`src/tpdq_pkg.sv`:
```
// Shared constants, types and helpers for the two-level priority dispatch queue.
`default_nettype none

package tpdq_pkg;

  localparam int QUEUE_DEPTH = 16;
  localparam int TAG_WIDTH   = 32;

  localparam int PTR_W   = (QUEUE_DEPTH > 1) ? $clog2(QUEUE_DEPTH) : 1;
  localparam int CNT_W   = $clog2(QUEUE_DEPTH + 1);
  localparam int IN_TAG_W  = 32;
  localparam int OUT_TAG_W = 32;
  localparam int BURST_W = 8;
  localparam int CFG_IDX_W = 8;
  localparam int CFG_DAT_W = 8;

  localparam logic [BURST_W-1:0] BURST_LIMIT_RST = BURST_W'(4);

  typedef logic [PTR_W-1:0]     ptr_t;
  typedef logic [CNT_W-1:0]     cnt_t;
  typedef logic [TAG_WIDTH-1:0] tag_t;
  typedef logic [BURST_W-1:0]   burst_t;

  typedef enum logic [1:0] {
    ST_ACCEPTED   = 2'd0,
    ST_REJECTED   = 2'd1,
    ST_DISPATCHED = 2'd2,
    ST_EMPTY      = 2'd3
  } status_t;

  localparam logic FUNC_SUBMIT   = 1'b0;
  localparam logic FUNC_DISPATCH = 1'b1;
  localparam logic PRIO_MEDIUM   = 1'b0;
  localparam logic PRIO_HIGH     = 1'b1;

  localparam logic [CFG_IDX_W-1:0] CFG_BURST_LIMIT = CFG_IDX_W'(0);
  localparam logic [CFG_IDX_W-1:0] CFG_STOPPED     = CFG_IDX_W'(1);

  // Per-beat decision from the arbiter to the datapath.
  typedef struct packed {
    status_t status;
    logic    push_high;
    logic    push_med;
    logic    pop_high;
    logic    pop_med;
    logic    burst_inc;
    logic    burst_clr;
  } dec_t;

  localparam cnt_t CNT_FULL = CNT_W'(QUEUE_DEPTH);
  localparam ptr_t PTR_LAST = PTR_W'(QUEUE_DEPTH - 1);

  function automatic ptr_t ptr_inc(input ptr_t p);
    ptr_t r;
    r = (p == PTR_LAST) ? '0 : p + PTR_W'(1);
    return r;
  endfunction

  function automatic tag_t tag_from_in(input logic [IN_TAG_W-1:0] t);
    logic [63:0] w;
    w = {32'b0, t};
    return w[TAG_WIDTH-1:0];
  endfunction

  function automatic logic [OUT_TAG_W-1:0] tag_to_out(input tag_t t);
    logic [63:0] w;
    w = 64'(t);
    return w[OUT_TAG_W-1:0];
  endfunction

endpackage

`default_nettype wire

```
`src/tpdq_if.sv`:
```
// Channel interfaces: input beats, result beats and configuration writes.
`default_nettype none

interface tpdq_in_if import tpdq_pkg::*; ();
  logic                valid;
  logic                ready;
  logic                func;
  logic                priority_req;
  logic [IN_TAG_W-1:0] task_tag;

  modport source(output valid, func, priority_req, task_tag, input ready);
  modport sink(input valid, func, priority_req, task_tag, output ready);
endinterface

interface tpdq_out_if import tpdq_pkg::*; ();
  logic                 valid;
  logic                 ready;
  status_t              status;
  logic [OUT_TAG_W-1:0] out_tag;
  logic                 from_high;

  modport source(output valid, status, out_tag, from_high, input ready);
  modport sink(input valid, status, out_tag, from_high, output ready);
endinterface

interface tpdq_cfg_if import tpdq_pkg::*; ();
  logic                 valid;
  logic                 ready;
  logic [CFG_IDX_W-1:0] index;
  logic [CFG_DAT_W-1:0] data;

  modport source(output valid, index, data, input ready);
  modport sink(input valid, index, data, output ready);
endinterface

`default_nettype wire

```
`src/two_level_priority_dispatch_queue_unit.sv`:
```
// Top level of the two-level priority dispatch queue.
`default_nettype none

// Two tag FIFOs (high and medium priority) live in synchronous RAMs, one per
// queue; counts, pointers, burst counter and config sit in flops. Each input
// beat is either a submit (func 0) or a dispatch request (func 1) and yields
// exactly one result beat. A submit or any beat that pops nothing (reject,
// empty) has its result loaded into the output register at the accept edge.
// A dispatch that pops goes through the registered read port of the queue
// RAM: the tag is read at accept and lands in the output register the next
// cycle, during which no new beat is taken. Otherwise input is taken whenever
// the output register is free or being drained the same cycle.
// Unwritten RAM entries are never read (counts guard them), so there is no
// clearing pass after reset. Configuration: index 0 burst_limit (reset 4),
// index 1 stopped (reset 0); other indexes are ignored. cfg ready is always
// high; write config only while the block is idle.
module two_level_priority_dispatch_queue_unit import tpdq_pkg::*; (
  input wire logic   clk,
  input wire logic   rst_n,
  tpdq_in_if.sink    in_chan,
  tpdq_out_if.source out_chan,
  tpdq_cfg_if.sink   cfg_chan
);

  typedef enum logic {
    S_IDLE,
    S_READ
  } state_t;

  // config registers
  burst_t burst_limit_r;
  logic   stopped_r;

  // queue bookkeeping
  ptr_t   hi_rd_r, hi_wr_r, md_rd_r, md_wr_r;
  cnt_t   hi_cnt_r, md_cnt_r;
  burst_t burst_r;

  // fsm and output register
  state_t               state_r, state_nxt;
  logic                 pend_high_r, pend_high_nxt;
  logic                 out_valid_r, out_valid_nxt;
  status_t              out_status_r, out_status_nxt;
  logic [OUT_TAG_W-1:0] out_tag_r, out_tag_nxt;
  logic                 out_fh_r, out_fh_nxt;

  logic in_acc;
  logic out_free;
  dec_t dec;
  tag_t hi_q, md_q, wtag;

  assign out_free       = !out_valid_r || out_chan.ready;
  assign in_chan.ready  = (state_r == S_IDLE) && out_free;
  assign in_acc         = in_chan.valid && in_chan.ready;
  assign cfg_chan.ready = 1'b1;

  assign out_chan.valid     = out_valid_r;
  assign out_chan.status    = out_status_r;
  assign out_chan.out_tag   = out_tag_r;
  assign out_chan.from_high = out_fh_r;

  assign wtag = tag_from_in(in_chan.task_tag);

  tpdq_arb u_arb (
    .func         (in_chan.func),
    .priority_req (in_chan.priority_req),
    .stopped      (stopped_r),
    .hi_cnt       (hi_cnt_r),
    .md_cnt       (md_cnt_r),
    .burst_cnt    (burst_r),
    .burst_limit  (burst_limit_r),
    .dec          (dec)
  );

  tpdq_ram #(.DEPTH(QUEUE_DEPTH), .WIDTH(TAG_WIDTH)) u_hi_ram (
    .clk   (clk),
    .we    (in_acc && dec.push_high),
    .waddr (hi_wr_r),
    .wdata (wtag),
    .re    (in_acc && dec.pop_high),
    .raddr (hi_rd_r),
    .rdata (hi_q)
  );

  tpdq_ram #(.DEPTH(QUEUE_DEPTH), .WIDTH(TAG_WIDTH)) u_md_ram (
    .clk   (clk),
    .we    (in_acc && dec.push_med),
    .waddr (md_wr_r),
    .wdata (wtag),
    .re    (in_acc && dec.pop_med),
    .raddr (md_rd_r),
    .rdata (md_q)
  );

  // config writes
  always_ff @(posedge clk) begin
    if (!rst_n) begin
      burst_limit_r <= BURST_LIMIT_RST;
      stopped_r     <= 1'b0;
    end else if (cfg_chan.valid && cfg_chan.ready) begin
      if (cfg_chan.index == CFG_BURST_LIMIT) begin
        burst_limit_r <= cfg_chan.data[BURST_W-1:0];
      end else if (cfg_chan.index == CFG_STOPPED) begin
        stopped_r <= cfg_chan.data[0];
      end
    end
  end

  // pointers, counts and burst counter move at the accept edge,
  // so a pop in flight never races a later access
  always_ff @(posedge clk) begin
    if (!rst_n) begin
      hi_rd_r  <= '0;
      hi_wr_r  <= '0;
      md_rd_r  <= '0;
      md_wr_r  <= '0;
      hi_cnt_r <= '0;
      md_cnt_r <= '0;
      burst_r  <= '0;
    end else if (in_acc) begin
      if (dec.push_high) begin
        hi_wr_r  <= ptr_inc(hi_wr_r);
        hi_cnt_r <= hi_cnt_r + CNT_W'(1);
      end
      if (dec.push_med) begin
        md_wr_r  <= ptr_inc(md_wr_r);
        md_cnt_r <= md_cnt_r + CNT_W'(1);
      end
      if (dec.pop_high) begin
        hi_rd_r  <= ptr_inc(hi_rd_r);
        hi_cnt_r <= hi_cnt_r - CNT_W'(1);
      end
      if (dec.pop_med) begin
        md_rd_r  <= ptr_inc(md_rd_r);
        md_cnt_r <= md_cnt_r - CNT_W'(1);
      end
      if (dec.burst_clr) begin
        burst_r <= '0;
      end else if (dec.burst_inc) begin
        burst_r <= burst_r + BURST_W'(1);
      end
    end
  end

  // fsm next state and output register
  always_comb begin
    state_nxt      = state_r;
    pend_high_nxt  = pend_high_r;
    out_valid_nxt  = out_valid_r && !out_chan.ready;
    out_status_nxt = out_status_r;
    out_tag_nxt    = out_tag_r;
    out_fh_nxt     = out_fh_r;
    unique case (state_r)
      S_IDLE: begin
        if (in_acc) begin
          if (dec.pop_high || dec.pop_med) begin
            // tag arrives from RAM next cycle
            state_nxt     = S_READ;
            pend_high_nxt = dec.pop_high;
          end else begin
            out_valid_nxt  = 1'b1;
            out_status_nxt = dec.status;
            out_tag_nxt    = '0;
            out_fh_nxt     = 1'b0;
          end
        end
      end
      S_READ: begin
        state_nxt      = S_IDLE;
        out_valid_nxt  = 1'b1;
        out_status_nxt = ST_DISPATCHED;
        out_tag_nxt    = tag_to_out(pend_high_r ? hi_q : md_q);
        out_fh_nxt     = pend_high_r;
      end
      default: begin
        state_nxt = S_IDLE;
      end
    endcase
  end

  always_ff @(posedge clk) begin
    if (!rst_n) begin
      state_r     <= S_IDLE;
      out_valid_r <= 1'b0;
      pend_high_r <= 1'b0;
    end else begin
      state_r     <= state_nxt;
      out_valid_r <= out_valid_nxt;
      pend_high_r <= pend_high_nxt;
    end
    out_status_r <= out_status_nxt;
    out_tag_r    <= out_tag_nxt;
    out_fh_r     <= out_fh_nxt;
  end

  // the output register is always empty while a RAM read is in flight
  a_read_out_free: assert property (@(posedge clk) disable iff (!rst_n)
    state_r == S_READ |-> !out_valid_r)
    else $error("result pending while RAM read in flight");

  // counts never exceed the queue depth
  a_cnt_bound: assert property (@(posedge clk) disable iff (!rst_n)
    hi_cnt_r <= CNT_FULL && md_cnt_r <= CNT_FULL)
    else $error("queue count out of range");

  // a medium pop always restarts the burst
  a_burst_clr: assert property (@(posedge clk) disable iff (!rst_n)
    in_acc && dec.pop_med |=> burst_r == '0)
    else $error("burst count not cleared after medium pop");

  // from_high only on a dispatched result
  a_fh_status: assert property (@(posedge clk) disable iff (!rst_n)
    out_valid_r && out_fh_r |-> out_status_r == ST_DISPATCHED)
    else $error("from_high set on non-dispatch result");

endmodule

`default_nettype wire

```
`src/tpdq_ram.sv`:
```
// Simple dual-port RAM, one write and one registered read port.
`default_nettype none

module tpdq_ram #(
  parameter int DEPTH = 16,
  parameter int WIDTH = 32,
  localparam int AW = (DEPTH > 1) ? $clog2(DEPTH) : 1
) (
  input  wire logic             clk,
  input  wire logic             we,
  input  wire logic [AW-1:0]    waddr,
  input  wire logic [WIDTH-1:0] wdata,
  input  wire logic             re,
  input  wire logic [AW-1:0]    raddr,
  output logic      [WIDTH-1:0] rdata
);

  logic [WIDTH-1:0] mem [DEPTH];

  always_ff @(posedge clk) begin
    if (we) begin
      mem[waddr] <= wdata;
    end
  end

  always_ff @(posedge clk) begin
    if (re) begin
      rdata <= mem[raddr];
    end
  end

endmodule

`default_nettype wire

```
`src/tpdq_arb.sv`:
```
// Strict-priority arbiter with burst limit: decides push, pop and status.
`default_nettype none

module tpdq_arb import tpdq_pkg::*; (
  input  wire logic   func,
  input  wire logic   priority_req,
  input  wire logic   stopped,
  input  wire cnt_t   hi_cnt,
  input  wire cnt_t   md_cnt,
  input  wire burst_t burst_cnt,
  input  wire burst_t burst_limit,
  output dec_t        dec
);

  logic below;
  logic hi_full;
  logic md_full;

  assign below   = burst_cnt < burst_limit;
  assign hi_full = hi_cnt == CNT_FULL;
  assign md_full = md_cnt == CNT_FULL;

  always_comb begin
    dec        = '0;
    dec.status = ST_REJECTED;
    if (func == FUNC_SUBMIT) begin
      priority if (stopped) begin
        dec.status = ST_REJECTED;
      end else if (priority_req == PRIO_HIGH && !hi_full) begin
        dec.push_high = 1'b1;
        dec.status    = ST_ACCEPTED;
      end else if (priority_req == PRIO_MEDIUM && !md_full) begin
        dec.push_med = 1'b1;
        dec.status   = ST_ACCEPTED;
      end else begin
        dec.status = ST_REJECTED;
      end
    end else begin
      priority if (stopped) begin
        dec.status = ST_REJECTED;
      end else if (hi_cnt != '0 && (below || md_cnt == '0)) begin
        dec.pop_high  = 1'b1;
        dec.burst_inc = below;
        dec.status    = ST_DISPATCHED;
      end else if (md_cnt != '0) begin
        dec.pop_med   = 1'b1;
        dec.burst_clr = 1'b1;
        dec.status    = ST_DISPATCHED;
      end else begin
        dec.status = ST_EMPTY;
      end
    end
  end

endmodule

`default_nettype wire

```
`src/flat_wrapper.sv`:
```
// flat-port wrapper written by rule: the top's interface ports become plain ports
module two_level_priority_dispatch_queue_unit_flat import tpdq_pkg::*;
  (clk, rst_n, in_chan_valid, in_chan_func, in_chan_priority_req, in_chan_task_tag, in_chan_ready, out_chan_valid, out_chan_status, out_chan_out_tag, out_chan_from_high, out_chan_ready, cfg_chan_valid, cfg_chan_index, cfg_chan_data, cfg_chan_ready);
  tpdq_in_if in_chan_i ();
  tpdq_out_if out_chan_i ();
  tpdq_cfg_if cfg_chan_i ();
  input wire logic clk;
  input wire logic rst_n;
  input wire logic [$bits(in_chan_i.valid)-1:0] in_chan_valid;
  input wire logic [$bits(in_chan_i.func)-1:0] in_chan_func;
  input wire logic [$bits(in_chan_i.priority_req)-1:0] in_chan_priority_req;
  input wire logic [$bits(in_chan_i.task_tag)-1:0] in_chan_task_tag;
  output wire logic [$bits(in_chan_i.ready)-1:0] in_chan_ready;
  output wire logic [$bits(out_chan_i.valid)-1:0] out_chan_valid;
  output wire logic [$bits(out_chan_i.status)-1:0] out_chan_status;
  output wire logic [$bits(out_chan_i.out_tag)-1:0] out_chan_out_tag;
  output wire logic [$bits(out_chan_i.from_high)-1:0] out_chan_from_high;
  input wire logic [$bits(out_chan_i.ready)-1:0] out_chan_ready;
  input wire logic [$bits(cfg_chan_i.valid)-1:0] cfg_chan_valid;
  input wire logic [$bits(cfg_chan_i.index)-1:0] cfg_chan_index;
  input wire logic [$bits(cfg_chan_i.data)-1:0] cfg_chan_data;
  output wire logic [$bits(cfg_chan_i.ready)-1:0] cfg_chan_ready;
  assign in_chan_i.valid = in_chan_valid;
  assign in_chan_i.func = in_chan_func;
  assign in_chan_i.priority_req = in_chan_priority_req;
  assign in_chan_i.task_tag = in_chan_task_tag;
  assign in_chan_ready = in_chan_i.ready;
  assign out_chan_valid = out_chan_i.valid;
  assign out_chan_status = out_chan_i.status;
  assign out_chan_out_tag = out_chan_i.out_tag;
  assign out_chan_from_high = out_chan_i.from_high;
  assign out_chan_i.ready = out_chan_ready;
  assign cfg_chan_i.valid = cfg_chan_valid;
  assign cfg_chan_i.index = cfg_chan_index;
  assign cfg_chan_i.data = cfg_chan_data;
  assign cfg_chan_ready = cfg_chan_i.ready;
  two_level_priority_dispatch_queue_unit u_core (.clk(clk), .rst_n(rst_n), .in_chan(in_chan_i), .out_chan(out_chan_i), .cfg_chan(cfg_chan_i));
endmodule
```
`config.mk`:
```
export PLATFORM = sky130hd
export DESIGN_NAME = two_level_priority_dispatch_queue_unit_flat
export DESIGN_NICKNAME = d
export VERILOG_FILES = /design/src/tpdq_pkg.sv /design/src/tpdq_if.sv /design/src/two_level_priority_dispatch_queue_unit.sv /design/src/tpdq_ram.sv /design/src/tpdq_arb.sv /design/src/flat_wrapper.sv
export SDC_FILE = /design/constraint.sdc
export NUM_CORES = 1
export LEC_CHECK = 0
export BUFFER_PORTS_ARGS = -buffer_cell sky130_fd_sc_hd__buf_2
export CAP_MARGIN = 20
export CELL_PAD_IN_SITES_DETAIL_PLACEMENT = 2
export CELL_PAD_IN_SITES_GLOBAL_PLACEMENT = 2
export CORE_MARGIN = 2
export CORE_UTILIZATION = 54
export DETAILED_ROUTE_END_ITERATION = 8
export PLACE_DENSITY_LB_ADDON = 0.1
export SLEW_MARGIN = 15
export SYNTH_ARGS = -nofsm -noshare
export SYNTH_HDL_FRONTEND = slang
export SYNTH_SLANG_ARGS = --single-unit
```
`constraint.sdc`:
```
create_clock -name clk -period 8.6 [get_ports clk]
set_clock_uncertainty 0.05 [all_clocks]
set_input_delay 0.86 -clock clk [delete_from_list [all_inputs] [get_ports clk]]
set_output_delay 0.86 -clock clk [all_outputs]
set_load 0.05 [all_outputs]
```
==> results of run 1 <==
==> stage by stage <==
step / worst slack [ns] / cells / hold WS (ns) / area [um2]
floorplan: 4.01 / 1940 / 0.404 / 44600
global placement: 4.62 / 3039 / 0.428 / 46600
==> kinds of logic after synthesis <==
kind of cell             share of synthesized area
flip-flops                                   0.776
multiplexers                                 0.174
AND/OR/NAND/NOR                             0.0212
buffers and inverters                      0.00986
AO/OA/AOI/OAI                              0.00925
adder cells (fa/ha/maj)                    0.00762
XOR/XNOR                                   0.00255
other                                    0.0000840
==> summary.md, run 1 <==
| Metric | Value |
|---|---|
| Most common cell in the netlist | edfxtp_1 |
| Syn avg cell area | 23.0 um2 |
| Syn Nets | 2021 |
| Gp weighted congestion | 0.779 |
| Area contributors post-synth | edfxtp_1 (76%), mux4_2 (16%), dfxtp_1 (2.1%) |
| Mapped cell area | 44600 um2 |
| Die Span Y | 292 um |
| PortBufs | 91 |
| Commonest cells in the netlist | edfxtp_1 (1123), mux4_2 (320), nor2_1 (65) |
| Seq cells post-synth | 1169 |
| Area share of the largest cell type after synthesis | 0.755 |
| Initial Util | 0.545 |
| Ys async rst share | 0 |
| Most used flip-flop cell after synthesis | edfxtp_1 |
| Die X | 292 um |
| Synth Warn # | 0 |
| Post-synth EDFFs | 1123 |
| Area leader, netlist | edfxtp_1 |
| Post-DP HPWL | 85600 um |
| Post-synthesis sequential area ratio | 0.776 |
| Num rows | 105 |
| Cells after Synth | 1940 |
| Tool error | [ERROR DPL-0033] detailed placement checks failed during check placement. |
| Synth cell types | 53 |
| I/O pin count | 93 |
| Status | stopped before the end |
| Exit stage | detailed placement |
==> run 2, diff against run 1 <==
--- a/config.mk
+++ b/config.mk
@@ -7,12 +7,10 @@
 export LEC_CHECK = 0
 export BUFFER_PORTS_ARGS = -buffer_cell sky130_fd_sc_hd__buf_2
 export CAP_MARGIN = 20
-export CELL_PAD_IN_SITES_DETAIL_PLACEMENT = 2
-export CELL_PAD_IN_SITES_GLOBAL_PLACEMENT = 2
 export CORE_MARGIN = 2
-export CORE_UTILIZATION = 54
+export CORE_UTILIZATION = 40
 export DETAILED_ROUTE_END_ITERATION = 8
-export PLACE_DENSITY_LB_ADDON = 0.1
+export PLACE_DENSITY_LB_ADDON = 0.15
 export SLEW_MARGIN = 15
 export SYNTH_ARGS = -nofsm -noshare
 export SYNTH_HDL_FRONTEND = slang
==> summary.md, run 2 <==
| Metric | Value |
|---|---|
| Most used flip-flop cell after synthesis | edfxtp_1 |
| Tcrit/Tclk final | 0.436 |
| DRT iter0 DRCs | 1774 |
| H-tree depth | 3 |
| Synth Warn # | 0 (unchanged) |
| Clock share of power | 0.396 |
| CP top delay family | simple AND/OR/NAND/NOR gates |
| Logic pwr share | 0.098 |
| Die X | 338 um (+16%) |
| Num rows | 122 (+16%) |
| Mapped cell area | 44600 um2 (unchanged) |
| PortBufs | 91 (unchanged) |
| GRT Util Overall | 0.188 |
| Hold buffer count at CTS | 0 |
| Detailed Routing Iterations Pass 1 | 5 |
| Grt ovf | 0 |
| Seq cells post-synth | 1169 (unchanged) |
| Filler cell count in the final layout | 9125 |
| Total CTS buffers | 119 |
| Global-route wire length before repair | 152000 um |
| Final TNS setup | 0 ns |
| Max FO, Critical Path | 39 |
| Area share of the largest cell type after synthesis | 0.755 (unchanged) |
| Area leader, netlist | edfxtp_1 |
| Relative slew slack | 0.281 |
| Largest net degree at the start of global routing | 61 |
| Worst EP arrival | 4.03 ns |
| Initial Util | 0.403 (-0.141) |
| CP bufs+invs | 2 |
| Endpoint class of the critical path | flop |
| Status | finished, final reports clean |
| Most common cell in the netlist | edfxtp_1 |
| Fin nets | 2189 |
| Sink Count | 1169 |
| Die Footprint | 114000 um2 |
| Post-CTS setup buffers | 0 |
| Pint | 0.00987 W |
| Max clock buf depth | 3 |
| Syn avg cell area | 23.0 um2 (unchanged) |
| Worst slew pin tran | 1.07 ns |
| Syn Nets | 2021 (unchanged) |
| Slowest CP cell | nor3_2 |
| Wire per inst | 28.4 um |
| Hold crit path type | input port to flop |
| Critical path, cell by cell | buf_4 -> nor3b_1 -> and3_1 -> nand2_1 -> nor3_2 -> buf_4 |
| CP dominant cell by count | buf_4 |
| Flop pwr share | 0.505 |
| Die Span Y | 338 um (+16%) |
| Post-synth EDFFs | 1123 (unchanged) |
| Synth cell types | 53 (unchanged) |
| Ys async rst share | 0 (unchanged) |
| Power consumption | 0.0129 W |
| Core area | 111000 um2 |
| Final min period | 3.75 ns |
| ANT cells | 0 |
| Vias | 20204 |
| Initial antenna violation count | 5 |
| Fmax | 267 MHz |
| PD cells | 252 nW/um2 |
| Critical Path Max Stage Delay | 0.89 ns |
| RSZ-0062 raised after global routing | no |
| Cells after Synth | 1940 (unchanged) |
| CTS tree | done |
| Final hold violations | 0 |
| Residual DRC | 0 |
| Synth-to-layout area growth | 14.4% |
| Placed Instances | 3475 |
| Psw | 0.00301 W |
| Via density | 5.47 |
| I/O pin count | 93 (unchanged) |
| Most frequent cells in the layout | edfxtp_1 (1123), mux4_2 (320), clkbuf_16 (120) |
| CP Launch Type | flop |
| Post-DP HPWL | 56000 um (-35%) |
| Commonest cells in the netlist | edfxtp_1 (1123), mux4_2 (320), nor2_1 (65) |
| Most common cell after layout, fill and taps aside | edfxtp_1 |
| Share of layout cells above drive strength 1 | 0.309 |
| Final setup vio count | 0 |
| Hold slack | 0.369 ns |
| Gp weighted congestion | 0.750 (-3.7%) |
| Reg clk slew, reported paths | 0.06 ns |
| Detailed Route WL | 105000 um |
| Antenna Nets Post-Route | 0 |
| Vias in the first global route | 21491 |
| # resized after CTS | 0 |
| Clock Root Buffer | clkbuf_16 |
| Worst endpoint required time | 8.88 ns |
| Max cap viols | 0 |
| Post-synthesis sequential area ratio | 0.776 (unchanged) |
| Area contributors post-synth | edfxtp_1 (76%), mux4_2 (16%), dfxtp_1 (2.1%) |
| Critical path class | flop to flop |
| Final non-filler cell total | 3695 |
| Leak | 15.6 nW |
| Largest regs | u_core.u_hi_ram.mem x512, u_core.u_md_ram.mem x512 |
| Peak supply drop | 0.212 mV |
| Worst-skew pair later-pin latency | 0.70 ns |
| Final Slew Violations | 0 |
| Sw frac | 0.234 |
run 2: cell counts after synthesis:
Identical to the previous run, type by type.
run 2: metrics by stage:
step | cell area (um2) | util | worst slack [ns]
2_1_floorplan | 44600 | - | 4.01
3_3_place_gp | 47200 | 0.427 | 4.64
3_5_place_dp | 47200 | 0.427 | 4.50
4_1_cts | 51100 | 0.462 | 4.85
5_1_grt | 51100 | 0.462 | 4.68
6_report | 51100 | 0.462 | 4.85
run 2: worst paths after layout:
check | start | endpoint | slack (ns) | depth (start not counted)
min | cfg_chan_data[6] | u_core.burst_limit_r[6] | 0.37 | 3
min reg2reg | u_core.hi_cnt_r[3] | u_core.hi_cnt_r[3] | 0.45 | 2
max | u_core.state_r | u_core.u_hi_ram.mem[0][23] | 4.85 | 6
max reg2reg | u_core.state_r | u_core.u_hi_ram.mem[0][23] | 4.85 | 6
run 2: logic make-up (layout without fill, tap and decap cells):
family          after synthesis  count (layout)  share of synthesized area
compound gates               59              59                    0.00925
mux                         374             374                      0.174
buf+inv                     110             377                    0.00986
fa+ha+maj                    26              26                    0.00762
simple gates                188             188                     0.0212
xor+xnor                     13              13                    0.00255
other cells                   1               1                  0.0000840
flops                      1169            1169                      0.776
run 2: power groups by stage:
stage | Clock (W) | Combinational, W | Sequential, W
floorplan | 0 | 0.000720 | 0.00677
global placement | 0 | 0.00127 | 0.00663
CTS | 0.00523 | 0.00130 | 0.00651
global route | 0.00545 | 0.00137 | 0.00652
finish | 0.00511 | 0.00127 | 0.00651
detailed placement | 0 | 0.00130 | 0.00663
run 2: final cells by class:
class                   instances  area [um2]  area share
repair buffers                143         846      0.0166
flip-flops and latches       1169       34700       0.679
multi-input cells             661        9790       0.192
clock inverters                85         798      0.0156
well taps                    1488        1860      0.0364
inverters                      14        52.6     0.00103
clock buffers                 135        3060      0.0599
run 2: worst reg2reg max path: stages (launching register included):
cell and delay (ns):
dfxtp_1 0.30, buf_4 0.29, nor3b_1 0.37, and3_1 0.59
nand2_1 0.36, nor3_2 0.89, buf_4 0.53
run 2: metal layers:
metal	track usage	wire length [um]	vias to the layer above
met5	0	27	-
met4	0.0506	2700	4
met1	0.262	45500	10946
met3	0.0357	5940	167
li1	-	-	8504
met2	0.304	50800	583
No activity file was read; power rests on OpenSTA's default activity.
